### config.mk
export PLATFORM = sky130hd
export DESIGN_NAME = mcfp_csr
export DESIGN_NICKNAME = d
export VERILOG_FILES = /design/src/sv/mcfp_pkg.sv /design/src/sv/mcfp_csr.sv
export SDC_FILE = /design/constraint.sdc
export NUM_CORES = 1
export LEC_CHECK = 0
export BUFFER_PORTS_ARGS = -buffer_cell sky130_fd_sc_hd__buf_2
export CORE_MARGIN = 8
export CORE_UTILIZATION = 25
export DETAILED_ROUTE_END_ITERATION = 7
export GPL_ROUTABILITY_DRIVEN = 0
export PLACE_DENSITY_LB_ADDON = 0.2
export SLEW_MARGIN = 20
export SYNTH_ARGS = -nofsm -noshare
export SYNTH_HDL_FRONTEND = slang
export SYNTH_SLANG_ARGS = --single-unit
export TNS_END_PERCENT = 10
### constraint.sdc
create_clock -name clock -period 1.35 [get_ports clock]
set_clock_uncertainty 0.2 [all_clocks]
set_input_delay 0.135 -clock clock [delete_from_list [all_inputs] [get_ports clock]]
set_output_delay 0.135 -clock clock [all_outputs]
set_load 0.1 [all_outputs]
### src/sv/mcfp_pkg.sv
`timescale 1ns / 1ps
// Shared types and constants for the motor command frame packer.
// No dependencies; every other file imports this package.
package mcfp_pkg;

   // command kinds carried in tuser
   typedef enum logic [1:0] {
      CMD_CONTROL = 2'd0,
      CMD_DISABLE = 2'd1,
      CMD_ENABLE  = 2'd2,
      CMD_ZERO    = 2'd3
   } cmd_type;

   // frame bytes for special commands
   localparam logic [7:0] FILL_BYTE    = 8'hFF;
   localparam logic [7:0] TAIL_DISABLE = 8'hFD;
   localparam logic [7:0] TAIL_ENABLE  = 8'hFC;
   localparam logic [7:0] TAIL_ZERO    = 8'hFE;

   // register indexes (byte address / 4)
   localparam logic [2:0] REG_POS    = 3'd0;
   localparam logic [2:0] REG_VEL    = 3'd1;
   localparam logic [2:0] REG_STIFF  = 3'd2;
   localparam logic [2:0] REG_DAMP   = 3'd3;
   localparam logic [2:0] REG_TORQUE = 3'd4;

   // register reset values, Q15.16
   localparam logic [24:0] POS_MAX_RST    = 25'd819200;
   localparam logic [25:0] VEL_MAX_RST    = 26'd1966080;
   localparam logic [26:0] STIFF_MAX_RST  = 27'd32768000;
   localparam logic [24:0] DAMP_MAX_RST   = 25'd327680;
   localparam logic [25:0] TORQUE_MAX_RST = 26'd655360;

   // datapath widths
   localparam int LW   = 27;          // widest limit register
   localparam int OW   = LW + 1;      // offset and span
   localparam int DW   = OW + 1;      // divisor, 2 * span
   localparam int QW   = 16;          // quotient bits, one per divider stage
   localparam int NW   = OW + QW + 1; // numerator 2*off*levels + span
   localparam int NSTG = QW + 2;      // lane stages: clamp, numerator, divider

   typedef struct packed {
      logic [24:0] pos;
      logic [25:0] vel;
      logic [26:0] stiff;
      logic [24:0] damp;
      logic [25:0] torque;
   } lim_type;

   // pipeline control from the flow unit
   typedef struct packed {
      logic [NSTG:0] en;       // stage advance enables, top bit loads the output
      logic          v_first;  // first lane stage holds a word
      logic          v_last;   // last lane stage holds a word
      cmd_type       cmd_last; // command of the last lane stage
   } ctl_type;

endpackage

### src/sv/mcfp_csr.sv
`timescale 1ns / 1ps
// Limit registers behind the APB-style configuration port.
// Depends on mcfp_pkg for the register indexes and reset values.
module mcfp_csr import mcfp_pkg::*; (
   input  logic        clock,
   input  logic        reset,
   input  logic        csr_psel,
   input  logic        csr_penable,
   input  logic        csr_pwrite,
   input  logic [4:0]  csr_paddr,
   input  logic [31:0] csr_pwdata,
   output logic [31:0] csr_prdata,
   output logic        csr_pready,
   output lim_type     lim
);

   lim_type    lim_ff;
   logic       wr_en;
   logic [2:0] idx;

   assign csr_pready = 1'b1;
   assign idx        = csr_paddr[4:2];
   assign wr_en      = csr_psel & csr_penable & csr_pwrite & csr_pready;
   assign lim        = lim_ff;

   // write limits, drop writes beyond the register list
   always_ff @(posedge clock) begin
      if (reset) begin
         lim_ff.pos    <= POS_MAX_RST;
         lim_ff.vel    <= VEL_MAX_RST;
         lim_ff.stiff  <= STIFF_MAX_RST;
         lim_ff.damp   <= DAMP_MAX_RST;
         lim_ff.torque <= TORQUE_MAX_RST;
      end else if (wr_en) begin
         unique case (idx)
            REG_POS:    lim_ff.pos    <= csr_pwdata[24:0];
            REG_VEL:    lim_ff.vel    <= csr_pwdata[25:0];
            REG_STIFF:  lim_ff.stiff  <= csr_pwdata[26:0];
            REG_DAMP:   lim_ff.damp   <= csr_pwdata[24:0];
            REG_TORQUE: lim_ff.torque <= csr_pwdata[25:0];
            default: ;
         endcase
      end
   end

   // read back
   always_comb begin
      unique case (idx)
         REG_POS:    csr_prdata = {7'd0, lim_ff.pos};
         REG_VEL:    csr_prdata = {6'd0, lim_ff.vel};
         REG_STIFF:  csr_prdata = {5'd0, lim_ff.stiff};
         REG_DAMP:   csr_prdata = {7'd0, lim_ff.damp};
         REG_TORQUE: csr_prdata = {6'd0, lim_ff.torque};
         default:    csr_prdata = 32'd0;
      endcase
   end

endmodule

# Yosys cells after proc, flatten, opt, wreduce, memory -nomap -nowiden
# Index checks and enable logic that the tools add are counted.
# op_classes
muxes	1
bitwise	2
n_reduce_logical	6
n_eq_ne	4
# ops
operator	count
$pmux 27 s5	1
$reduce_and 2->1	5
$eq 3x2->1 const B	2
$eq 3x1->1 const B	1
$eq 3x3->1 const B	1
$logic_not 3->1	1
$and 1x1->1	2
# totals
out_inout_bits	162
reg_bits	129
inputBits	42
wordCells	18

# Depth between registers and ports, before layout
# Gate-level depths: netlist (run 1).
# logic_depth
ltp_word	3
mapped_depth	6
ltp_nobuf	3

# Worst setup path before layout (run 1)
# No wires, ideal clock.
# synth_timing
kind	register to output
start	reg lim_ff, in the netlist lim[46]
end	out csr_prdata[20]
required_ps	1015
t_arrival_ps	2837
setup_slack_ps	-1822
path_buffers	0
path_stages_with_launch	4
cell_sequence	dfxtp_1 -> mux2_2 -> a22oi_1 -> o22ai_1
# synth_between
elab_chain_len	1
# synth_lines
item	line_no	rtl
from (decl)	mcfp_csr.sv:17	lim_type lim_ff;
$pmux 27 s5	mcfp_csr.sv:48	unique case (idx)
to (decl)	mcfp_csr.sv:12	output logic [31:0] csr_prdata,
# Every way passes these cells.

# Worst setup path after layout (run 1)
# layout_timing
start	reg lim_ff, in the netlist lim[61]
end	out csr_prdata[10]
# Same word-level chain as after synthesis.

==> results of run 1 <==
[cells in the final DEF (no fill, tap or decap), types with 3 or more instances in the layout]
cell	netlist	layout
buf_12	0	176
dfxtp_4	0	125
nand2b_1	95	95
mux2i_1	88	88
o21ai_0	83	82
buf_6	6	51
buf_4	10	43
nor2b_1	44	42
buf_2	19	30
nor2_1	29	28
dlygate4sd3_1	0	28
a22oi_2	0	25
a22oi_1	49	24
mux2_4	0	24
o22ai_4	0	24
clkbuf_16	0	17
conb_1	2	6
o21ai_1	3	4
inv_6	0	4
dfxtp_2	0	4
nand2b_4	2	3
bufinv_16	0	3
clkinvlp_4	0	3
clkinv_4	0	3
[kinds of logic (layout without fill, tap and decap cells)]
kind of cell / after synthesis / count (layout) / synth area share
other cells: 2 / 6 / 0.00121
buf+inv: 66 / 360 / 0.0573
mux: 112 / 112 / 0.186
flops: 129 / 129 / 0.416
simple gates: 184 / 184 / 0.182
compound gates: 163 / 163 / 0.158
[path summary, 6_finish.rpt]
path / start / to / slack, ps / depth (start not counted)
max: lim[61] / csr_prdata[10] / -490 / 4
min: reset / lim[119] / 40 / 4
max reg2reg: lim[60] / lim[60] / 270 / 4
min reg2reg: lim[110] / lim[110] / 310 / 2
[worst min-delay path, cell delays in order]
cell and delay, ps:
buf_4 170, buf_12 160, nor2_1 80, mux2i_1 60
[what timing repair did]
item                                   4_1_cts  5_1_grt
cloned                                       0        0
pin swaps                                    1        2
endpoints found under the hold margin      129        0
hold buffers                                28        0
setup endpoints to repair                   76       76
gates resized for setup                     57        3
buffers inserted                             1        1
[final cells by class]
| cell class | instances | area (um^2) |
|---|---|---|
| clock inverter | 15 | 183 |
| timing repair buffer | 328 | 4850 |
| fill | 2081 | 11500 |
| multi-input combinational | 465 | 3880 |
| clock buffer | 17 | 425 |
| sequential | 129 | 3060 |
| tap | 324 | 405 |
[through the flow]
stage               TNS, ps  hold WS [ps]   util  area (um^2)
floorplan             -8440          76.5      -         7330
global placement     -35170           199  0.480        11700
detailed placement   -38120           205  0.480        11700
CTS                  -14540          31.6  0.526        12800
global route         -15720          59.6  0.526        12800
finish               -12790          42.0  0.526        12800
[power groups by stage]
stage | clock network [uW] | registers, uW | logic, uW
after floorplan | 0 | 3920 | 779
after global placement | 0 | 3730 | 1550
after detailed placement | 0 | 3730 | 1550
after CTS | 4920 | 3640 | 1630
after global routing | 5080 | 3640 | 1690
final | 4800 | 3640 | 1620
[cell usage after synthesis (2+ instances only)]
| master | instances |
|---|---|
| conb_1 | 2 |
| o21ai_1 | 3 |
| clkbuf_1 | 30 |
| nand2b_4 | 2 |
| a22oi_1 | 49 |
| o2bb2ai_1 | 2 |
| nor2b_1 | 44 |
| nand2b_1 | 95 |
| o22ai_1 | 24 |
| buf_2 | 19 |
| nor2_1 | 29 |
| nand4b_1 | 2 |
| buf_6 | 6 |
| dfxtp_1 | 129 |
| and3_1 | 2 |
| mux2_2 | 24 |
| buf_4 | 10 |
| o21ai_0 | 83 |
| mux2i_1 | 88 |
[layer usage]
layer / track usage / vias up
met1: 0.211 / 2890
met3: 0.0529 / 22
met5: 0 / -
met2: 0.276 / 168
li1: - / 2891
met4: 0.0374 / 0
==> results.cfg, run 1 <==
[status]
status = finished with violations
violations = setup timing

[worst_setup_path]
startpoint_type = flip-flop
path_class = reg -> out
endpoint_kind = output pin
slowest_delay_ps = 350
critPathMaxFanout = 2
required_ps = 1010
crit_slowest_cell = dfxtp_4
crit_arrival_ps = 1500
crit_chain = mux2_4, a22oi_2, o22ai_4, buf_12
crit_buf_inv = 1
cp_top_family = flip-flops

[die]
die_w_um = 174
initial_core_util = 0.255
io-pin-count = 204
die_area_um2 = 30100
coreArea_um2 = 24300
die_y_um = 174
row_count = 57

[route]
drt-total-wl_um = 25100
ant_nets = 0
wl_met1_um = 11300
first_iter_violations = 228
routedWlPerCell_um = 19.7
vias_per_cell = 4.67
drc = 0
firstDrtPassIters = 4
vias = 5971
dr_wl_met2_um = 12000
met3WireLength_um = 1620
maxUsedRoutingLayer = met4

[sta]
rsz0062_at_grt = yes
finalCriticalPeriod_ps = 1840
drv_slew = 0
finalHoldViolations = 0
fin_ws_ps = -485
max_freq_mhz = 545
finalSetupViolCount = 76
min_period_over_period = 1.36

[synth]
yosysTopAreaCellShare = 0.416
synth_edf_count = 0
ys.flop_type = dfxtp_1
synth.area.top_cells = dfxtp_1 42%, mux2i_1 14%, nand2b_1 9.6%, o21ai_0 6.7%, a22oi_1 5.9%
async_flop_share = 0
syn_area_um2 = 6200
synth_warnings = 0
yosysSeqAreaShare = 0.416
synth_top_area_cell = dfxtp_1
synth_cell_types = 32
netlist_instances = 656
synth_area_per_cell_um2 = 9.46
ys_ff_latch = 129

[grt]
track_usage = 0.168
antenna_found_initial = 0
grt_pass1_wl_um = 39500
grt_overflow = 0
grt_pass1_vias = 6403
grt_start_max_net_pins = 47

[clock_tree]
root_buffer = clkbuf_16
cts_buffers = 17
clock_latency_ps = 420
clockBufferDepth = 2
cts_tree = done
clk_pin_slew_ps = 60
htreeDepth = 4
cts.sinks = 129

[power_and_ir_drop]
p_leak_uw = 0.00513
power_frac_clock = 0.477
seq_power_share = 0.362
power_density_nw_per_um2 = 786
switching_share = 0.288
total_power_uw = 10100
power_frac_comb = 0.161
irDropWorstVdd_mv = 0.445
p_int_uw = 7160
power_switching_uw = 2900

[place]
port_buffers = 190
post-place-cells = 1216
place_hpwl_um = 18700
place_ws_ps = -392

[final_layout]
largest_register_ffs = 129
drive_gt1_frac = 0.575
fin_nets = 983
area_growth_pct = 106
antenna_cells = 0
final_cells = 1278

[run]
cap_violations = 0

[worst_hold_path]
hp-class = in -> reg
No activity file was read; power rests on OpenSTA's default activity.
==> inputs of run 2 (changes only) <==
Settings changed: SKIP_LAST_GASP set to 1.
==> run 2 against run 1 <==
Combinational power about the same. First-iteration DRC count up 11%. Clock power about the same. Count of clock-buffer cells in the layout unchanged. Global-route usage down 0.087 points. The flow still finishes with violations (setup timing). Largest power group unchanged. Flip-flop and latch count unchanged. Critical path type unchanged.
==> results.cfg, run 2 (synthesis results as in run 1) <==
[status]
status = finished with violations
violations = setup timing

[place]
place_hpwl_um = 18700
port_buffers = 190

[sta]
finalCriticalPeriod_ps = 1830
drv_slew = 0
rsz0062_at_grt = yes
tns_ps = -13830
whs_ps = 42.2
finalHoldViolations = 0
min_period_over_period = 1.36
max_freq_mhz = 546
fin_ws_ps = -481
finalSetupViolCount = 76

[worst_setup_path]
critPathLaunch = lim[73]
rr_startpoint = lim[56]
required_ps = 1010
endpoint_kind = output pin
slowest_delay_ps = 340
crit_buf_inv = 1
path_class = reg -> out
critPathMaxFanout = 2
r2r_slack_ps = 250
crit_slowest_cell = dfxtp_4
crit_chain = mux2_4, a22oi_2, o22ai_4, buf_12
crit_arrival_ps = 1500
cp_top_family = flip-flops
startpoint_type = flip-flop

[route]
wl_met1_um = 11200
drt-total-wl_um = 25000
drc = 0
ant_nets = 0
vias = 5940
dr_wl_met2_um = 11900
vias_per_cell = 4.65
first_iter_violations = 254
routedWlPerCell_um = 19.6
firstDrtPassIters = 4
met3WireLength_um = 1650
maxUsedRoutingLayer = met4

[power_and_ir_drop]
power_density_nw_per_um2 = 798
p_leak_uw = 0.00507
irDropWorstVdd_mv = 0.444

[grt]
grt_overflow = 0
grt_pass1_wl_um = 39300
antenna_found_initial = 0
grt_pass1_vias = 6370
grt_start_max_net_pins = 47
track_usage = 0.167

[final_layout]
fin_nets = 982
layout_common_cells = 176 x buf_12, 122 x dfxtp_4, 95 x nand2b_1
area_growth_pct = 103
largest_register_ffs = 129
antenna_cells = 0
final_common_cell = buf_12
drive_gt1_frac = 0.573

[die]
coreArea_um2 = 24300
die_area_um2 = 30100
die_y_um = 174
io-pin-count = 204
die_w_um = 174
initial_core_util = 0.255
row_count = 57

[clock_tree]
clock_latency_ps = 410
cts_buffers = 17
clockBufferDepth = 2
cts.sinks = 129
htreeDepth = 4
cts_tree = done
cts_resized = 0
clk_pin_slew_ps = 60
root_buffer = clkbuf_16

[worst_hold_path]
worstHoldStart = reset
hp-class = in -> reg

[run]
cap_violations = 0
==> run 2: cell count changes in the layout (fill, tap and decap cells not counted), sizes merged <==
cell,delta
buf,-1
==> run 2: path summary, 6_finish.rpt <==
path,depth (start not counted),endpoint
setup / recovery,4,csr_prdata[22]
hold / removal,4,lim[119]
setup reg to reg,4,lim[56]
hold reg to reg,2,lim[110]
==> run 2: worst min-delay path: stages <==
cell and delay, ps:
buf_4 170, buf_12 160, nor2_1 80, mux2i_1 60
==> run 2: layout make-up <==
cell class | instances | area (um^2)
clock inverters | 15 | 183
multi-input cells | 465 | 3860
repair buffers | 327 | 4650
flip-flops and latches | 129 | 3050
clock buffers | 17 | 425
well taps | 324 | 405
fillers | 2110 | 11700
==> run 2: metal layers <==
layer	vias up	GRT usage
met5	-	0
met4	0	0.0377
li1	2878	-
met2	176	0.275
met1	2868	0.209
met3	18	0.0534
==> run 2: per-stage QoR <==
| step | setup slack [ps] | total power [uW] | utilization | cells | cell area (um^2) |
|---|---|---|---|---|---|
| after floorplan | -322 | 4700 | - | 660 | 7330 |
| after global routing | -556 | 10400 | 0.517 | 1277 | 12600 |
| after global placement | -378 | 5280 | 0.480 | 1216 | 11700 |
| final | -481 | 10000 | 0.517 | 1277 | 12600 |
| after detailed placement | -392 | 5280 | 0.480 | 1216 | 11700 |
| after CTS | -513 | 10200 | 0.517 | 1277 | 12600 |
==> run 2: power by group <==
group          internal, uW  switching (uW)  total (uW)
Combinational           618             984        1600
Sequential             3610            32.1        3640
Clock                  2920            1870        4790
==> run 2: what timing repair did <==
| action | 4_1_cts | 5_1_grt |
|---|---|---|
| pin swaps | 1 | 0 |
| endpoints found under the hold margin | 129 | 0 |
| setup buffers | 1 | 0 |
| hold buffers | 28 | 0 |
| endpoints found under the setup margin | 76 | 77 |
