`config.mk`:
```
export PLATFORM = sky130hd
export DESIGN_NAME = mcfp_lane
export DESIGN_NICKNAME = d
export VERILOG_FILES = /design/src/sv/mcfp_pkg.sv /design/src/sv/mcfp_lane.sv
export SDC_FILE = /design/constraint.sdc
export NUM_CORES = 2
export LEC_CHECK = 0
export ABC_CLOCK_PERIOD_IN_PS = 12080
export BUFFER_PORTS_ARGS = -buffer_cell sky130_fd_sc_hd__buf_2
export CORE_MARGIN = 8
export CORE_UTILIZATION = 65
export DETAILED_ROUTE_END_ITERATION = 6
export PLACE_DENSITY = 0.82
export SKIP_LAST_GASP = 1
export SYNTH_ARGS = -nofsm -noshare
export SYNTH_HDL_FRONTEND = slang
export SYNTH_SLANG_ARGS = --single-unit
```
`constraint.sdc`:
```
create_clock -name clock -period 12.08 [get_ports clock]
set_input_delay 0.604 -clock clock [delete_from_list [all_inputs] [get_ports clock]]
set_output_delay 0.604 -clock clock [all_outputs]
set_load 0.02 [all_outputs]
```
`src/sv/mcfp_pkg.sv`:
```
`timescale 1ns / 1ps
// Shared types and constants for the motor command frame packer.
// No dependencies; every other file imports this package.
package mcfp_pkg;

   // command kinds carried in tuser
   typedef enum logic [1:0] {
      CMD_CONTROL = 2'd0,
      CMD_DISABLE = 2'd1,
      CMD_ENABLE  = 2'd2,
      CMD_ZERO    = 2'd3
   } cmd_type;

   // frame bytes for special commands
   localparam logic [7:0] FILL_BYTE    = 8'hFF;
   localparam logic [7:0] TAIL_DISABLE = 8'hFD;
   localparam logic [7:0] TAIL_ENABLE  = 8'hFC;
   localparam logic [7:0] TAIL_ZERO    = 8'hFE;

   // register indexes (byte address / 4)
   localparam logic [2:0] REG_POS    = 3'd0;
   localparam logic [2:0] REG_VEL    = 3'd1;
   localparam logic [2:0] REG_STIFF  = 3'd2;
   localparam logic [2:0] REG_DAMP   = 3'd3;
   localparam logic [2:0] REG_TORQUE = 3'd4;

   // register reset values, Q15.16
   localparam logic [24:0] POS_MAX_RST    = 25'd819200;
   localparam logic [25:0] VEL_MAX_RST    = 26'd1966080;
   localparam logic [26:0] STIFF_MAX_RST  = 27'd32768000;
   localparam logic [24:0] DAMP_MAX_RST   = 25'd327680;
   localparam logic [25:0] TORQUE_MAX_RST = 26'd655360;

   // datapath widths
   localparam int LW   = 27;          // widest limit register
   localparam int OW   = LW + 1;      // offset and span
   localparam int DW   = OW + 1;      // divisor, 2 * span
   localparam int QW   = 16;          // quotient bits, one per divider stage
   localparam int NW   = OW + QW + 1; // numerator 2*off*levels + span
   localparam int NSTG = QW + 2;      // lane stages: clamp, numerator, divider

   typedef struct packed {
      logic [24:0] pos;
      logic [25:0] vel;
      logic [26:0] stiff;
      logic [24:0] damp;
      logic [25:0] torque;
   } lim_type;

   // pipeline control from the flow unit
   typedef struct packed {
      logic [NSTG:0] en;       // stage advance enables, top bit loads the output
      logic          v_first;  // first lane stage holds a word
      logic          v_last;   // last lane stage holds a word
      cmd_type       cmd_last; // command of the last lane stage
   } ctl_type;

endpackage

```
`src/sv/mcfp_lane.sv`:
```
`timescale 1ns / 1ps
// One value lane: clamp, round-half-up numerator, and a 16-stage
// restoring divider giving one quotient bit per stage. Uses mcfp_pkg.
module mcfp_lane import mcfp_pkg::*; (
   input  logic                   clock,
   input  logic [NSTG-1:0]        en,
   input  logic signed [31:0]     x,
   input  logic [LW-1:0]          lim,
   input  logic                   sym,   // range is -lim..+lim, else 0..lim
   input  logic                   wide,  // 16-bit code, else 12-bit
   output logic [QW-1:0]          code
);

   // stage 0: clamp and offset
   logic signed [33:0] xs, lim_s, lo_s, xc_s, off_s;
   logic [OW-1:0]      off_in, off_ff, span_in, span_ff;

   always_comb begin
      xs    = 34'(x);
      lim_s = signed'({7'd0, lim});
      lo_s  = sym ? -lim_s : 34'sd0;
      if (xs < lo_s)
         xc_s = lo_s;
      else if (xs > lim_s)
         xc_s = lim_s;
      else
         xc_s = xs;
      off_s   = xc_s - lo_s;
      off_in  = off_s[OW-1:0];
      span_in = sym ? {lim, 1'b0} : {1'b0, lim};
   end

   always_ff @(posedge clock) begin
      if (en[0]) begin
         off_ff  <= off_in;
         span_ff <= span_in;
      end
   end

   // stage 1: numerator 2*off*(2^bits-1) + span, divisor 2*span
   logic [NW-1:0] rem_ff [0:QW];
   logic [DW-1:0] den_ff [0:QW];
   logic [QW-1:0] quo_ff [0:QW];
   logic [NW-1:0] off_w, off_sh, num_in;

   always_comb begin
      off_w  = {{(NW-OW){1'b0}}, off_ff};
      off_sh = wide ? (off_w << QW) : (off_w << (QW - 4));
      num_in = ((off_sh - off_w) << 1) + {{(NW-OW){1'b0}}, span_ff};
   end

   always_ff @(posedge clock) begin
      if (en[1]) begin
         rem_ff[0] <= num_in;
         den_ff[0] <= {span_ff, 1'b0};
         quo_ff[0] <= '0;
      end
   end

   // divider stages, most significant quotient bit first
   for (genvar s = 1; s <= QW; s++) begin : g_div
      localparam int BIT = QW - s;
      logic [NW-1:0] dsh, diff, rem_in;
      logic [QW-1:0] quo_in;
      logic          ge;

      always_comb begin
         dsh    = {{(NW-DW){1'b0}}, den_ff[s-1]} << BIT;
         diff   = rem_ff[s-1] - dsh;
         ge     = rem_ff[s-1] >= dsh;
         rem_in = ge ? diff : rem_ff[s-1];
         quo_in = quo_ff[s-1];
         quo_in[BIT] = ge;
      end

      always_ff @(posedge clock) begin
         if (en[1+s]) begin
            rem_ff[s] <= rem_in;
            den_ff[s] <= den_ff[s-1];
            quo_ff[s] <= quo_in;
         end
      end
   end

   // zero span gives code zero
   assign code = (den_ff[QW] == '0) ? '0 : quo_ff[QW];

endmodule

```
* Word-level counts from Yosys, hierarchy flattened
Memories as Yosys holds them, arrays and structs flattened.
Cells that the tools add are included.
** Storage, ports and cells
- Output and inout bits :: 16
- Memory bits (read-only) :: 0
- Memories :: 3
- Input port bits :: 80
- Register bits after elaboration :: 56
- Memory bits (writable) :: 1530
- Latch bits :: 0
- Word-level logic and storage cells :: 102
** Memories
- rem_ff :: words 17, bits a word 45, read ports 16, clocked after memory_dff 0, wr ports 17, RTL line mcfp_lane.sv:41 : logic [NW-1:0] rem_ff [0:QW];
- den_ff :: words 17, bits a word 29, read ports 17, clocked after memory_dff 0, wr ports 17, RTL line mcfp_lane.sv:42 : logic [DW-1:0] den_ff [0:QW];
- quo_ff :: words 17, bits a word 16, read ports 17, clocked after memory_dff 0, wr ports 17, RTL line mcfp_lane.sv:43 : logic [QW-1:0] quo_ff [0:QW];
** Cells by class
- $add $sub $neg :: 20
- Multiplexer cells :: 56
- Equal/unequal tests :: 0
- Multiply operators :: 0
- Bitwise logic cells :: 0
- Shift-type cells :: 0
- Order comparisons :: 18
- Divide/modulo/power cells :: 0
- Reductions and logical operators :: 1
** Operators with widths (count)
- 45-bit two-way mux :: 16
- 28-bit two-way mux :: 2
- 45-bit by 28-bit adder with 45-bit output :: 1
- 45-bit by 29-bit >= comparator with 1-bit output :: 1
- 45-bit by 30-bit >= comparator with 1-bit output :: 1
- 45-bit by 31-bit >= comparator with 1-bit output :: 1
- 45-bit by 32-bit >= comparator with 1-bit output :: 1
- 45-bit by 33-bit >= comparator with 1-bit output :: 1
- 45-bit by 34-bit >= comparator with 1-bit output :: 1
- 45-bit by 35-bit >= comparator with 1-bit output :: 1
- 45-bit by 36-bit >= comparator with 1-bit output :: 1
- 45-bit by 37-bit >= comparator with 1-bit output :: 1
- 45-bit by 38-bit >= comparator with 1-bit output :: 1
- 45-bit by 39-bit >= comparator with 1-bit output :: 1
- 45-bit by 40-bit >= comparator with 1-bit output :: 1
- 45-bit by 41-bit >= comparator with 1-bit output :: 1
- 45-bit by 42-bit >= comparator with 1-bit output :: 1
- 45-bit by 43-bit >= comparator with 1-bit output :: 1
- 45-bit by 44-bit >= comparator with 1-bit output :: 1
- 45-bit by 29-bit subtractor with 45-bit output :: 1
- 45-bit by 30-bit subtractor with 45-bit output :: 1
- 45-bit by 31-bit subtractor with 45-bit output :: 1
- 45-bit by 32-bit subtractor with 45-bit output :: 1
- 45-bit by 33-bit subtractor with 45-bit output :: 1
- 22 further kinds :: 55

* Depth between registers and ports, before layout
- Depth in word-level cells :: 5
- Depth in mapped cells :: 33
- Gate-level depth less buffers :: 32

* Least setup slack after synthesis
OpenSTA, ideal clock, no wires.
- Path type :: input to register
- Start point :: input port lim[2]
- End point :: register off_ff[27], data pin
- Data arrival time :: 7.021 ns
- Setup time :: 0.258 ns
- Data required time :: 11.822 ns
- Cell stages on the path :: 30
- Path slack :: 4.802 ns
- Path buffers :: 1
- Cells stage by stage :: nor4_4 -> nand2_1 -> or4_4 -> or4_4 -> nor3_1 -> xnor2_1 -> nand2_1 -> ha_1 -> o21ai_0 -> o21bai_1 -> a211oi_1 -> o21ai_0 -> a21oi_1 -> o21ai_0 -> a21o_1 -> a21oi_1 -> clkbuf_1 -> a211oi_1 -> a21oi_1 -> ha_1 -> nor2b_1 -> o31ai_1 -> a211oi_1 -> nor4b_1 -> nor3b_1 -> a311o_1 -> a211o_1 -> a21oi_1 -> o21bai_1 -> xnor2_1
** Between the ends
- Longest elaborated chain between the ends :: 5
- Elaborated cells on any way between the ends :: 7
- Those cells by class :: 2 x add/sub; 2 x order compare; 3 x mux
** Ends and longest elaborated chain
- start: declaration :: RTL line mcfp_lane.sv:8 : input logic [LW-1:0] lim,
- 27-bit negator with 34-bit output :: RTL line mcfp_lane.sv:21 : lo_s = sym ? -lim_s : 34'sd0;
- 34-bit two-way mux :: RTL line mcfp_lane.sv:21
- 32-bit by 34-bit less-than comparator with 1-bit output :: RTL line mcfp_lane.sv:22 : if (xs < lo_s)
- 28-bit two-way mux :: RTL line mcfp_lane.sv:22
- 28-bit subtractor * :: RTL line mcfp_lane.sv:28 : off_s = xc_s - lo_s;
- named net off_s[27] :: RTL line mcfp_lane.sv:15 : logic signed [33:0] xs, lim_s, lo_s, xc_s, off_s;
- end signal: assignment :: RTL line mcfp_lane.sv:35 : off_ff <= off_in;
- end: declaration :: RTL line mcfp_lane.sv:16 : logic [OW-1:0] off_in, off_ff, span_in, span_ff;
The timed path passes the listed nets; every way through them passes the cells marked *.
A chain may end at the register's enable or synchronous reset.

* Worst setup path in the final report
Ends and elaborated chain as after synthesis.

==> flow_summary_export.csv <==
group,metric,value,unit
detailed_routing,drt-wirelength-per-cell,20.91,µm
clock_network,ctsResizeCount,0,
setup_path,crit_type,"in2reg",
power_and_ir_drop,p_per_area,246.8,nW/µm²
floorplanning,core_area,121400,µm²
timing,relSlewSlack,21.98,%
floorplanning,io_pins,96,
synthesis,avgSynthCellArea,11.00,µm²
power_and_ir_drop,irDropWorstVdd,141.8,µV
synthesis,yosysWarningCount,0,
clock_network,insertion_delay,0.79,ns
finish,nets,8001,
detailed_routing,drt_iter0_markers,5287,
setup_path,critPathMaxStageDelay,0.65,ns
synthesis,synth-seq-cells,1372,
synthesis,synth_cell_types,103,
power_and_ir_drop,leakage,34.47,nW
timing,fin_setup_tns,0,ns
placement,placed_area,81520,µm²
placement,place_hpwl,143.6,mm
setup_path,cp-end-kind,"flop",
status,status,"finished clean",
detailed_routing,drc,0,
synthesis,synthTopCellsByArea,"edfxtp_1 (52%), ha_1 (9.1%), xnor2_1 (3.8%), a21oi_1 (3.6%), inv_1 (3.0%)",
clock_network,cts_buffers,143,
synthesis,yosysTopAreaCellShare,51.98,%
global_route,grt_max_degree,89,
clock_network,cts-root-buf,"clkbuf_16",
timing,final.setup.worst_slack,4.162,ns
floorplanning,rows,128,
synthesis,synth_top_area_cell,"edfxtp_1",
setup_path,critical-path-top-delay-family,"compound AO/OA/AOI/OAI gates",
timing,fin_crit,7.918,ns
detailed_routing,ant_nets,0,
placement,place_ws,3.539,ns
setup_path,r2r_slack,6.95,ns
flow_run,cap_violations,0,
floorplanning,die_w,365.2,µm
detailed_routing,dr.pass1.iters,5,
synthesis,async_flop_share,0,%
global_route,grt_pass1_vias,54830,
finish,final_area,86340,µm²
synthesis,netlist_instances,7205,
finish,area.growth.synth_to_final,8.927,%
floorplanning,die_h,365.2,µm
floorplanning,die_area,133400,µm²
global_route,grt_usage,27.88,%
setup_path,crit_slowest_cell,"or4_1",
clock_network,hold_buffers,0,
synthesis,ys_seq_area_share,51.98,%
global_route,antenna_found_initial,10,
setup_path,worstSetupStartpointType,"primary input",
setup_path,crit_fanout,55,
timing,final-setup-viol-count,0,
clock_network,tritoncts,"built",
placement,place.gp.congestion,0.9378,
timing,max_freq,126.3,MHz
synthesis,netlist_area,79260,µm²
detailed_routing,viasPerCell,6.211,
finish,drive_above_1_share,7.286,%
clock_network,cts.reportedPaths.clkPinSlew,0.05,ns
clock_network,cts_buffer_depth,3,
synthesis,syn_nets,7881,
floorplanning,initial_core_util,65.29,%
detailed_routing,wirelength,189.6,mm
timing,fin_crit_sh,65.55,%
clock_network,htreeDepth,4,
global_route,grt_pass1_wl,295.8,mm
min_path,hold_path_class,"in2reg",
setup_path,crit_arrival,8.46,ns
timing,slew_violations,0,
synthesis,synth_edf_count,1372,
setup_path,required,12.62,ns
timing,skew,0.02685,ns
global_route,grt_remaining_overflow,0,
clock_network,clock_sinks,1372,
setup_path,path_buf_inv,2,
clock_network,post_cts_buffers,0,
timing,finalHoldViolCount,0,
synthesis,ys.flop_type,"edfxtp_1",
placement,io_buffer_count,95,
detailed_routing,vias,56330,
timing,rsz0062_at_grt,"no",
timing,worst_pin_slew,1.170,ns
## synth_stat cells, drive strengths merged, types with 20 or more instances
cell,number
a2111oi,20
a211oi,85
a21boi,27
a21o,274
a21oi,575
a31oi,57
and2,23
and3,56
buf,44
clkbuf,110
edfxtp,1372
ha,579
inv,635
mux2,87
nand2,507
nand2b,73
nand3,133
nand4,94
nor2,515
nor2b,91
nor3,124
nor4,85
nor4b,21
o211ai,29
o21a,91
o21ai,439
o21bai,60
o31ai,51
or2,32
or3,43
or4,26
xnor2,343
xor2,222
## flip-flops by register name (all words and copies together) (netlist names)
signal and count:
den_ff 460, off_ff 28, quo_ff 136, rem_ff 720, span_ff 28
## logic make-up after synthesis
logic type               after synthesis  synth area share, %
multiplexers                         102                1.425
adder cells (fa/ha/maj)              596                9.569
AND/OR/NAND/NOR                     1908                11.97
XOR/XNOR                             565                6.253
flip-flops                          1372                51.98
AO/OA/AOI/OAI                       1873                14.99
buffers and inverters                789                3.815
## cells in the final DEF (no fill, tap or decap), drive strengths merged, types with 91 or more instances in the layout
cell type	n
edfxtp	1372
nor3	124
xor2	222
nand3	133
nor2	515
inv	645
xnor2	343
nand4	94
clkbuf	167
a21oi	575
o21a	91
a21o	274
o21ai	439
nand2	507
nor2b	91
buf	129
ha	579
## final timing paths
kind | startpoint | endpoint | cells past startpoint
worst max register to register | rem_ff[0][585]$_DFFE_PP_ | rem_ff[0][656]$_DFFE_PP_ | 12
worst max-delay path | lim[2] | off_ff[27]$_DFFE_PP_ | 30
worst min-delay path | en[12] | den_ff[0][335]$_DFFE_PP_ | 1
worst min register to register | quo_ff[12][4]$_DFFE_PP_ | quo_ff[13][4]$_DFFE_PP_ | 0
## report_power, final
| part | total (mW) | switching (mW) | leakage (nW) | internal [mW] |
|---|---|---|---|---|
| logic | 8.95 | 5.11 | 18.9 | 3.84 |
| registers | 7.85 | 0.879 | 13.3 | 6.97 |
| clock network | 4.51 | 1.90 | 2.33 | 2.61 |
| total | 21.3 | 7.88 | 34.5 | 13.4 |
## cell type report
cell class / count / area (µm²)
clock inverters: 92 / 1135
multi-input cells: 5044 / 35150
clock buffers: 167 / 3669
fillers: 8525 / 35060
repair buffers: 129 / 755.7
flip-flops and latches: 1372 / 41200
inverters: 635 / 2384
diodes: 5 / 12.51
well taps: 1625 / 2033
## routing by layer
| metal | vias to the layer above | GRT usage, % | part of all wire [%] |
|---|---|---|---|
| li1 | 26880 | - | - |
| met1 | 26940 | 34.06 | 40 |
| met2 | 1975 | 49.37 | 50 |
| met3 | 521 | 4.195 | 5.5 |
| met4 | 8 | 11.70 | 4.7 |
| met5 | - | 0 | 0.025 |
## metrics by stage
step	util (%)	total power, mW	cells	hold WS [ns]
floorplan	-	14.34	7205	0.4003
CTS	71.11	21.23	9064	0.01201
global route	71.12	22.56	9067	0.02702
detailed placement	67.15	16.63	8805	0.4045
finish	71.12	21.31	9069	0.05711
global placement	67.15	16.38	8805	0.4008
No activity file was read; power rests on OpenSTA's default activity.
