<file path="src/sv/mcfp_pkg.sv">
`timescale 1ns / 1ps
// Shared types and constants for the motor command frame packer.
// No dependencies; every other file imports this package.
package mcfp_pkg;

   // command kinds carried in tuser
   typedef enum logic [1:0] {
      CMD_CONTROL = 2'd0,
      CMD_DISABLE = 2'd1,
      CMD_ENABLE  = 2'd2,
      CMD_ZERO    = 2'd3
   } cmd_type;

   // frame bytes for special commands
   localparam logic [7:0] FILL_BYTE    = 8'hFF;
   localparam logic [7:0] TAIL_DISABLE = 8'hFD;
   localparam logic [7:0] TAIL_ENABLE  = 8'hFC;
   localparam logic [7:0] TAIL_ZERO    = 8'hFE;

   // register indexes (byte address / 4)
   localparam logic [2:0] REG_POS    = 3'd0;
   localparam logic [2:0] REG_VEL    = 3'd1;
   localparam logic [2:0] REG_STIFF  = 3'd2;
   localparam logic [2:0] REG_DAMP   = 3'd3;
   localparam logic [2:0] REG_TORQUE = 3'd4;

   // register reset values, Q15.16
   localparam logic [24:0] POS_MAX_RST    = 25'd819200;
   localparam logic [25:0] VEL_MAX_RST    = 26'd1966080;
   localparam logic [26:0] STIFF_MAX_RST  = 27'd32768000;
   localparam logic [24:0] DAMP_MAX_RST   = 25'd327680;
   localparam logic [25:0] TORQUE_MAX_RST = 26'd655360;

   // datapath widths
   localparam int LW   = 27;          // widest limit register
   localparam int OW   = LW + 1;      // offset and span
   localparam int DW   = OW + 1;      // divisor, 2 * span
   localparam int QW   = 16;          // quotient bits, one per divider stage
   localparam int NW   = OW + QW + 1; // numerator 2*off*levels + span
   localparam int NSTG = QW + 2;      // lane stages: clamp, numerator, divider

   typedef struct packed {
      logic [24:0] pos;
      logic [25:0] vel;
      logic [26:0] stiff;
      logic [24:0] damp;
      logic [25:0] torque;
   } lim_type;

   // pipeline control from the flow unit
   typedef struct packed {
      logic [NSTG:0] en;       // stage advance enables, top bit loads the output
      logic          v_first;  // first lane stage holds a word
      logic          v_last;   // last lane stage holds a word
      cmd_type       cmd_last; // command of the last lane stage
   } ctl_type;

endpackage

</file>
<file path="src/sv/mcfp_flow.sv">
`timescale 1ns / 1ps
// Valid bits, command pipeline and per-stage advance enables.
// Uses mcfp_pkg for the stage count and control struct.
module mcfp_flow import mcfp_pkg::*; (
   input  logic    clock,
   input  logic    reset,
   input  logic    req_tvalid,
   input  cmd_type cmd_in,
   output logic    req_tready,
   input  logic    rsp_tready,
   output logic    rsp_tvalid,
   output ctl_type ctl
);

   logic [NSTG-1:0] v_ff, v_in;
   logic [NSTG:0]   en;
   cmd_type         cmd_ff [0:NSTG-1];
   logic            out_v_ff, out_v_in;

   // a stage advances when empty or when the next one advances
   assign en[NSTG] = !out_v_ff || rsp_tready;
   for (genvar s = 0; s < NSTG; s++) begin : g_en
      assign en[s] = !v_ff[s] || en[s+1];
   end

   // advance valid bits
   always_comb begin
      v_in[0] = en[0] ? req_tvalid : v_ff[0];
      for (int s = 1; s < NSTG; s++) begin
         v_in[s] = en[s] ? v_ff[s-1] : v_ff[s];
      end
      out_v_in = en[NSTG] ? v_ff[NSTG-1] : out_v_ff;
   end

   always_ff @(posedge clock) begin
      if (reset) begin
         v_ff     <= '0;
         out_v_ff <= 1'b0;
      end else begin
         v_ff     <= v_in;
         out_v_ff <= out_v_in;
      end
   end

   // carry the command beside the data
   always_ff @(posedge clock) begin
      if (en[0])
         cmd_ff[0] <= cmd_in;
   end
   for (genvar s = 1; s < NSTG; s++) begin : g_cmd
      always_ff @(posedge clock) begin
         if (en[s])
            cmd_ff[s] <= cmd_ff[s-1];
      end
   end

   assign req_tready   = en[0];
   assign rsp_tvalid   = out_v_ff;
   assign ctl.en       = en;
   assign ctl.v_first  = v_ff[0];
   assign ctl.v_last   = v_ff[NSTG-1];
   assign ctl.cmd_last = cmd_ff[NSTG-1];

endmodule

</file>
<file path="config.mk">
export PLATFORM = sky130hd
export DESIGN_NAME = mcfp_flow
export DESIGN_NICKNAME = d
export VERILOG_FILES = /design/src/sv/mcfp_pkg.sv /design/src/sv/mcfp_flow.sv
export SDC_FILE = /design/constraint.sdc
export NUM_CORES = 1
export LEC_CHECK = 0
export ABC_AREA = 0
export BUFFER_PORTS_ARGS = -buffer_cell sky130_fd_sc_hd__buf_2
export CAP_MARGIN = 20
export CELL_PAD_IN_SITES_DETAIL_PLACEMENT = 1
export CELL_PAD_IN_SITES_GLOBAL_PLACEMENT = 2
export CORE_ASPECT_RATIO = 0.75
export CORE_MARGIN = 3
export CORE_UTILIZATION = 38
export CTS_CLUSTER_SIZE = 28
export DETAILED_ROUTE_END_ITERATION = 16
export PLACE_DENSITY_LB_ADDON = 0.12
export SYNTH_ARGS = -nofsm -noshare
export SYNTH_HDL_FRONTEND = slang
export SYNTH_SLANG_ARGS = --single-unit
export TNS_END_PERCENT = 10
</file>
<file path="constraint.sdc">
create_clock -name clock -period 2 [get_ports clock]
set_input_delay 0.1 -clock clock [delete_from_list [all_inputs] [get_ports clock]]
set_output_delay 0.1 -clock clock [all_outputs]
set_load 0.01 [all_outputs]
</file>
# [Word level (Yosys, flattened, before mapping)]
# Memory sizes are Yosys's and may differ from the RTL's.
# Index checks and enable logic that the tools add are counted.
[word_totals] ram_bits=36 ff_bits=19 mem_count=1 wordCells=94 out_inout_bits=25 in_bits=6
[op_classes] n_mux=36 reduce_logical=38
[mem_list] memory="cmd_ff" depth=18 width=2 rd=18 rd_clocked_by_memory_dff=0 write_ports=18 line="mcfp_flow.sv:17" source="cmd_type cmd_ff [0:NSTG-1];"
[ops] op="$mux 1" n=36
[ops] op="$logic_not 1->1" n=19
[ops] op="$logic_or 1x1->1" n=19

# [Longest topological paths before layout]
# Gate-level depths: netlist (run 1).
[depth] ltp_word=22 mapped_depth=6 depth_no_buf=4

# [Least setup slack after synthesis (run 1)]
# OpenSTA, ideal clock, no wires.
[synth_timing] kind="register to register" from="register out_v_ff (netlist: rsp_tvalid)" to="memory cmd_ff[1][0] (netlist bit), enable pin" arrival_time_ps=1350 path_slack_ps=338 setup_ps=313 path_buffers=1 required_time_ps=1687 stages_incl_launch_ff=6 synth_period_minus_slack_ps=1662 cell_sequence="dfxtp_1 > and3b_2 > buf_6 > inv_2 > nor4_4 > nand4_1"
[synth_rtl] item="start, declared" line="mcfp_flow.sv:18" source="logic out_v_ff, out_v_in;"
[synth_rtl] item="start signal, assigned" line="mcfp_flow.sv:41" source="out_v_ff <= out_v_in;"
[synth_rtl] item="end, declared" line="mcfp_flow.sv:17"

# [Worst setup path after layout (run 1)]
[layout_timing] from="register v_ff[17]" to="output port req_tready"
[layout_between] elab_chain_cells=19
[layout_rtl] item="start, declared" line="mcfp_flow.sv:15" source="logic [NSTG-1:0] v_ff, v_in;"
[layout_rtl] item="start signal, assigned" line="mcfp_flow.sv:40" source="v_ff <= v_in;"
[layout_rtl] item="$logic_not 1->1" line="mcfp_flow.sv:23" source="assign en[s] = !v_ff[s] || en[s+1];"
[layout_rtl] item="$logic_or 1x1->1 (18 in a row)" line="mcfp_flow.sv:23"
[layout_rtl] item="end, declared" line="mcfp_flow.sv:9" source="output logic req_tready,"
# Every way passes these cells.

==> impl_metrics.env, run 1 <==
export IMPL_drc_errors=0
export IMPL_path_class="reg2out"
export IMPL_critPathArrivalTime_ps=1740
export IMPL_start_kind="flop"
export IMPL_dr_pass1_iters=4
export IMPL_syn_area_um2=2030
export IMPL_reg2reg_depth=4
export IMPL_cp_end_kind="output pin"
export IMPL_outcome="completed"
export IMPL_gr_total_overflow=0
export IMPL_drt_antenna_violating_nets=0
export IMPL_avgSynthCellArea_um2=14.3
export IMPL_clockBufferDepth=2
export IMPL_setup_slack_ps=161
export IMPL_cts_tree="done"
export IMPL_hold_viol_final=0
export IMPL_worst_pin_slew_ps=428
export IMPL_initial_core_util_pct=40.5
export IMPL_hpwl_um=2830
export IMPL_path_max_fanout=6
export IMPL_grt_max_degree=26
export IMPL_die_x_um=90.4
export IMPL_clock_skew_ps=8.82
export IMPL_tns_ps=0
export IMPL_via_count=1202
export IMPL_path_depth=5
export IMPL_die_h_um=69.3
export IMPL_synth_commonest_cells="edfxtp_1 (36), dfxtp_1 (19), inv_1 (12)"
export IMPL_power_leakage_nw=0.846
export IMPL_clock_fmax_mhz=544
export IMPL_drv_cap=0
export IMPL_setup_viol=0
export IMPL_clk_latency_ps=300
export IMPL_ys_async_sr_fraction_pct=0
export IMPL_htreeDepth=2
export IMPL_ys_ff_latch=55
export IMPL_synth_ff_type="edfxtp_1"
export IMPL_multi_input_area_um2=459
export IMPL_avgViaCountPerCell=4.83
export IMPL_hold_path_depth=3
export IMPL_place_ws_ps=355
export IMPL_yosysWarnings=0
export IMPL_wirelength_um=3890
export IMPL_synth_nets=148
export IMPL_netlist_area_leader_share_pct=53.3
export IMPL_p_comb_share_pct=1.5
export IMPL_diodes=0
export IMPL_power_frac_clock_pct=32.2
export IMPL_rows=22
export IMPL_crit_family="simple AND/OR/NAND/NOR gates"
export IMPL_area_delta_synth_final_pct=15.8
export IMPL_p_int_mw=1.54
export IMPL_period_needed_ps=1840
export IMPL_clock_sinks=55
export IMPL_cts_root_buf="clkbuf_8"
export IMPL_nNetsFinal=182
export IMPL_place_gp_congestion=0.724
export IMPL_seq_area_um2=1460
export IMPL_hp_class="in2reg"
export IMPL_layout_drive_gt1_share_pct=32.2
export IMPL_slew_headroom_pct=71.5
export IMPL_timing_final_max_slew_violations=0
export IMPL_rsz0062_at_grt="false"
export IMPL_clk_pin_slew_worst_paths_ps=90
export IMPL_power_density_nw_per_um2=811
export IMPL_die_area_um2=6260
export IMPL_timing_final_crit_share_pct=92.0
export IMPL_required_ps=1900
export IMPL_nFillCells=555
export IMPL_ios=31
export IMPL_vdd_drop_max_mv=0.332
export IMPL_drt_iter0_drc=43
export IMPL_swShare_pct=19.1
export IMPL_antenna_found_initial=0
export IMPL_yosysSeqAreaShare_pct=72.0
export IMPL_netlist_top_cells_area="edfxtp_1 (53%), dfxtp_1 (19%), a21oi_1 (2.2%), inv_1 (2.2%), nand3_1 (2.0%)"
export IMPL_synth_area_leader_cell="edfxtp_1"
export IMPL_cts_buffers=5
export IMPL_crit_path_top_delay_cell="dfxtp_1"
export IMPL_p_sw_uw=364
export IMPL_yosysUniqueCellTypes=33
export IMPL_grt_total_usage_pct=13.5
export IMPL_synth_cells=142
export IMPL_io_buffers=30
export IMPL_crit_buf_inv=2
export IMPL_power_frac_seq_pct=66.3
export IMPL_slowest_delay_ps=370
export IMPL_yosysMostFrequentCell="edfxtp_1"
export IMPL_synth_edf_count=36
export IMPL_grt_pass1_vias=1244
export IMPL_wl_per_cell_um=15.6
export IMPL_crit_chain="and3b_2 > inv_2 > nor4_4 > nand3_1 > buf_2"
export IMPL_core_area_um2=5010
export IMPL_grt_first_pass_wirelength_um=6500
[worst min-delay path, stage by stage]
cell	delay (ps)
buf_2	90
nand2b_1	110
a21oi_1	70
[logic make-up (layout without fill, tap and decap cells)]
kind of cell    after synthesis  count (layout)  share of synthesized area [%]
compound gates               18              18                           6.78
buf+inv                      22              57                           5.49
flops                        55              55                           72.0
simple gates                 47              47                           15.7
[sequential cells by signal, indices dropped and copies added, names as in the netlist]
signal,flops
rsp_tvalid,1
v_ff,18
cmd_ff,36
[power by group through the flow]
| stage | Clock (mW) | Combinational, mW | Sequential (mW) |
|---|---|---|---|
| floorplan | 0 | 0.0157 | 1.28 |
| global placement | 0 | 0.0252 | 1.29 |
| detailed placement | 0 | 0.0263 | 1.29 |
| CTS | 0.640 | 0.0292 | 1.26 |
| global route | 0.695 | 0.0318 | 1.27 |
| finish | 0.614 | 0.0290 | 1.26 |
[routing by layer]
layer / up-vias / GRT usage, % / wire length (um)
li1: 586 / - / -
met4: 0 / 4.58 / 59
met5: - / 0 / 0
met2: 20 / 20.4 / 1750
met1: 589 / 18.6 / 1940
met3: 7 / 4.01 / 137
[layout make-up]
cell class | instances | share of cell area [%]
clock buffer | 7 | 3.67
clock inverter | 1 | 0.213
inverter | 13 | 2.08
multi-input combinational | 65 | 19.5
sequential | 55 | 62.2
tap | 72 | 3.83
timing repair buffer | 36 | 8.52
[worst paths after layout]
| kind | start | end | slack (ps) |
|---|---|---|---|
| setup reg to reg | v_ff[17]$_SDFFE_PP0P_ | cmd_ff[0][0]$_DFFE_PP_ | 480 |
| setup / recovery | v_ff[17]$_SDFFE_PP0P_ | req_tready | 160 |
| hold / removal | rsp_tready | rsp_tvalid$_SDFFE_PP0P_ | 110 |
| hold reg to reg | cmd_ff[4][0]$_DFFE_PP_ | cmd_ff[5][0]$_DFFE_PP_ | 430 |
[what timing repair did]
action / 4_1_cts / 5_1_grt
gates resized for setup: 0 / 2
hold endpoints to repair: 2 / 0
setup endpoints to repair: 0 / 6
hold buffers: 2 / 0
buffers inserted: 0 / 2
[through the flow]
stage                     utilization [%]  total power [mW]  hold WS (ps)  instance area [um2]  instances
after global routing                 46.9              2.00           116                 2350        249
final                                46.9              1.91           112                 2350        249
after global placement               44.4              1.31           277                 2220        237
after CTS                            46.6              1.93           105                 2330        247
after floorplan                         -              1.30           199                 2030        142
after detailed placement             44.4              1.32           281                 2220        237
[cells in the final DEF (no fill, tap or decap)]
cell type,instances
nor4_4,1
clkbuf_1,1
o31ai_1,3
or2b_2,2
o41ai_2,2
nand4b_1,1
nand3_1,8
nand4_4,1
nor2_1,6
and4_4,1
nand2b_1,4
inv_2,1
buf_2,30
a41oi_1,1
and3_2,1
buf_4,4
o22ai_1,2
edfxtp_1,36
and4_2,1
nand2_1,6
dfxtp_1,19
and3_1,3
inv_1,12
and2_2,1
nand4_1,5
clkbuf_8,6
or2_4,1
o32ai_2,1
a21oi_1,9
and3b_2,1
dlygate4sd3_1,2
clkinv_2,1
and4b_1,1
nand3_2,2
nand3b_1,1
Power figures use the tool's default switching activity.
==> inputs of run 2 (changes only) <==
--- a/config.mk
+++ b/config.mk
@@ -12,7 +12,7 @@
 export CELL_PAD_IN_SITES_GLOBAL_PLACEMENT = 2
 export CORE_ASPECT_RATIO = 0.75
 export CORE_MARGIN = 3
-export CORE_UTILIZATION = 38
+export CORE_UTILIZATION = 34
 export CTS_CLUSTER_SIZE = 28
 export DETAILED_ROUTE_END_ITERATION = 16
 export PLACE_DENSITY_LB_ADDON = 0.12
==> constraint.sdc (replaced) <==
create_clock -name clock -period 1.68 [get_ports clock]
set_input_delay 0.084 -clock clock [delete_from_list [all_inputs] [get_ports clock]]
set_output_delay 0.084 -clock clock [all_outputs]
set_load 0.01 [all_outputs]
==> run 2 against run 1 <==
Global-route usage fell by 0.60 points. Non-clock buffer count rose by 9. Largest cell class unchanged. First-iteration DRC count fell by 35%. Sequential cell count did not move. Via count rose by 3.2%. Total power rose by 16%. Critical endpoint unchanged. Count of clock-buffer cells in the layout rose by 1. Clock power rose by 11%.
==> impl_metrics.env, run 2 (same netlist as run 1, synthesis figures left out) <==
export IMPL_required_ps=1600
export IMPL_die_x_um=95.2
export IMPL_timing_final_max_slew_violations=0
export IMPL_critPathArrivalTime_ps=1540
export IMPL_avgViaCountPerCell=4.75
export IMPL_die_h_um=72.9
export IMPL_path_class="reg2out"
export IMPL_top_register="cmd_ff"
export IMPL_cts_tree="done"
export IMPL_start_kind="flop"
export IMPL_gr_total_overflow=0
export IMPL_setup_slack_ps=53.0
export IMPL_holdWs_ps=89.4
export IMPL_largest_register_ffs=36
export IMPL_grt_first_pass_wirelength_um=6700
export IMPL_hold_end="rsp_tvalid$_SDFFE_PP0P_"
export IMPL_clock_skew_ps=6.77
export IMPL_grt_pass1_vias=1335
export IMPL_wl_per_cell_um=16.0
export IMPL_cp_end_kind="output pin"
export IMPL_final_common_cell="edfxtp_1"
export IMPL_rsz0062_at_grt="true"
export IMPL_hold_viol_final=0
export IMPL_ios=31
export IMPL_area_delta_synth_final_pct=20.8
export IMPL_timing_final_crit_share_pct=96.8
export IMPL_clk_latency_ps=300
export IMPL_initial_core_util_pct=36.5
export IMPL_clock_fmax_mhz=615
export IMPL_reg2reg_depth=4
export IMPL_die_area_um2=6940
export IMPL_grt_max_degree=26
export IMPL_nNetsFinal=191
export IMPL_crit_path_top_delay_cell="dfxtp_1"
export IMPL_r2r_start="v_ff[10]$_SDFFE_PP0P_"
export IMPL_layout_common_cells="edfxtp_1 (36), buf_2 (30), inv_1 (12), buf_4 (12)"
export IMPL_clock_sinks=55
export IMPL_vdd_drop_max_mv=0.287
export IMPL_path_max_fanout=4
export IMPL_drc_errors=0
export IMPL_via_count=1240
export IMPL_dr_pass1_iters=4
export IMPL_r2r_end="cmd_ff[1][1]$_DFFE_PP_"
export IMPL_clk_pin_slew_worst_paths_ps=90
export IMPL_outcome="completed"
export IMPL_cts_root_buf="clkbuf_8"
export IMPL_period_needed_ps=1630
export IMPL_hpwl_um=2990
export IMPL_cts_buffers=5
export IMPL_slew_headroom_pct=70.8
export IMPL_grt_total_usage_pct=12.9
export IMPL_holdCritStartpoint="rsp_tready"
export IMPL_place_ws_ps=105
export IMPL_diodes=0
export IMPL_worst_pin_slew_ps=438
export IMPL_power_leakage_nw=0.886
export IMPL_total_power_mw=2.22
export IMPL_drt_iter0_drc=28
export IMPL_antenna_found_initial=0
export IMPL_layout_drive_gt1_share_pct=41.9
export IMPL_hold_path_depth=3
export IMPL_r2r_setup_slack_ps=230
export IMPL_dp_cells=243
export IMPL_rows=23
export IMPL_wirelength_um=4190
export IMPL_drv_cap=0
export IMPL_setup_viol=0
export IMPL_slowest_delay_ps=380
export IMPL_hp_class="in2reg"
export IMPL_fin_cells=261
export IMPL_htreeDepth=2
export IMPL_core_area_um2=5550
export IMPL_io_buffers=30
export IMPL_place_gp_congestion=0.701
export IMPL_power_density_nw_per_um2=905
export IMPL_clockBufferDepth=2
export IMPL_drt_antenna_violating_nets=0
export IMPL_crit_chain="nand3_1 > nor4_4 > nand3_2 > buf_2"
run 2: cell types whose count changed in the layout (fill, tap and decap cells not counted), sizes merged:
cell	delta
clkinv	-1
buf	+9
clkbuf	+1
run 2: routing by layer:
layer	part of all wire (%)	up-vias	track usage [%]
li1	-	595	-
met1	47	621	17.5
met2	48	17	20.0
met3	3.8	7	3.71
met4	1.4	0	4.32
met5	0	-	0
run 2: per-stage QoR:
step | area (um2) | setup TNS (ps) | utilization, %
4_1_cts | 2410 | -17.8 | 43.4
3_3_place_gp | 2250 | 0 | 40.5
3_5_place_dp | 2250 | 0 | 40.5
6_report | 2450 | 0 | 44.1
5_1_grt | 2450 | -482 | 44.1
2_1_floorplan | 2030 | 0 | -
run 2: how the worst max path moves through the flow:
stage,slack (ps),cells after the start,startpoint,end
floorplan,20,5,rsp_tvalid$_SDFFE_PP0P_,cmd_ff[1][0]$_DFFE_PP_
global placement,200,4,rsp_tvalid$_SDFFE_PP0P_,cmd_ff[4][0]$_DFFE_PP_
detailed placement,110,4,rsp_tvalid$_SDFFE_PP0P_,cmd_ff[4][1]$_DFFE_PP_
CTS,-20,5,v_ff[17]$_SDFFE_PP0P_,ctl[11]
global route,-80,5,rsp_tvalid$_SDFFE_PP0P_,ctl[8]
finish,50,4,v_ff[10]$_SDFFE_PP0P_,req_tready
run 2: power breakdown:
part | internal (mW) | leakage [nW] | total (mW) | switching, mW
Clock | 0.297 | 0.0395 | 0.680 | 0.383
Sequential | 1.48 | 0.540 | 1.50 | 0.0191
Combinational | 0.0174 | 0.306 | 0.0352 | 0.0178
run 2: cell type report:
class / count / area, um2
flip-flops and latches: 55 / 1480
inverters: 13 / 48.8
well taps: 75 / 93.8
multi-input cells: 65 / 480
clock buffers: 8 / 80.1
fillers: 589 / 3100
repair buffers: 45 / 272
run 2: repair_timing:
item	4_1_cts	5_1_grt
setup endpoints to repair	13	13
buffers inserted	4	4
resized for setup	14	6
hold buffers	2	0
cloned	0	0
pin swaps	4	3
endpoints found under the hold margin	2	0
run 2: critical path, delay by kind of cell, from the launching register on:
kind	cells	cell delay [ps]
and+or+nand+nor	3	690
DFF	1	380
buffers and inverters	1	170
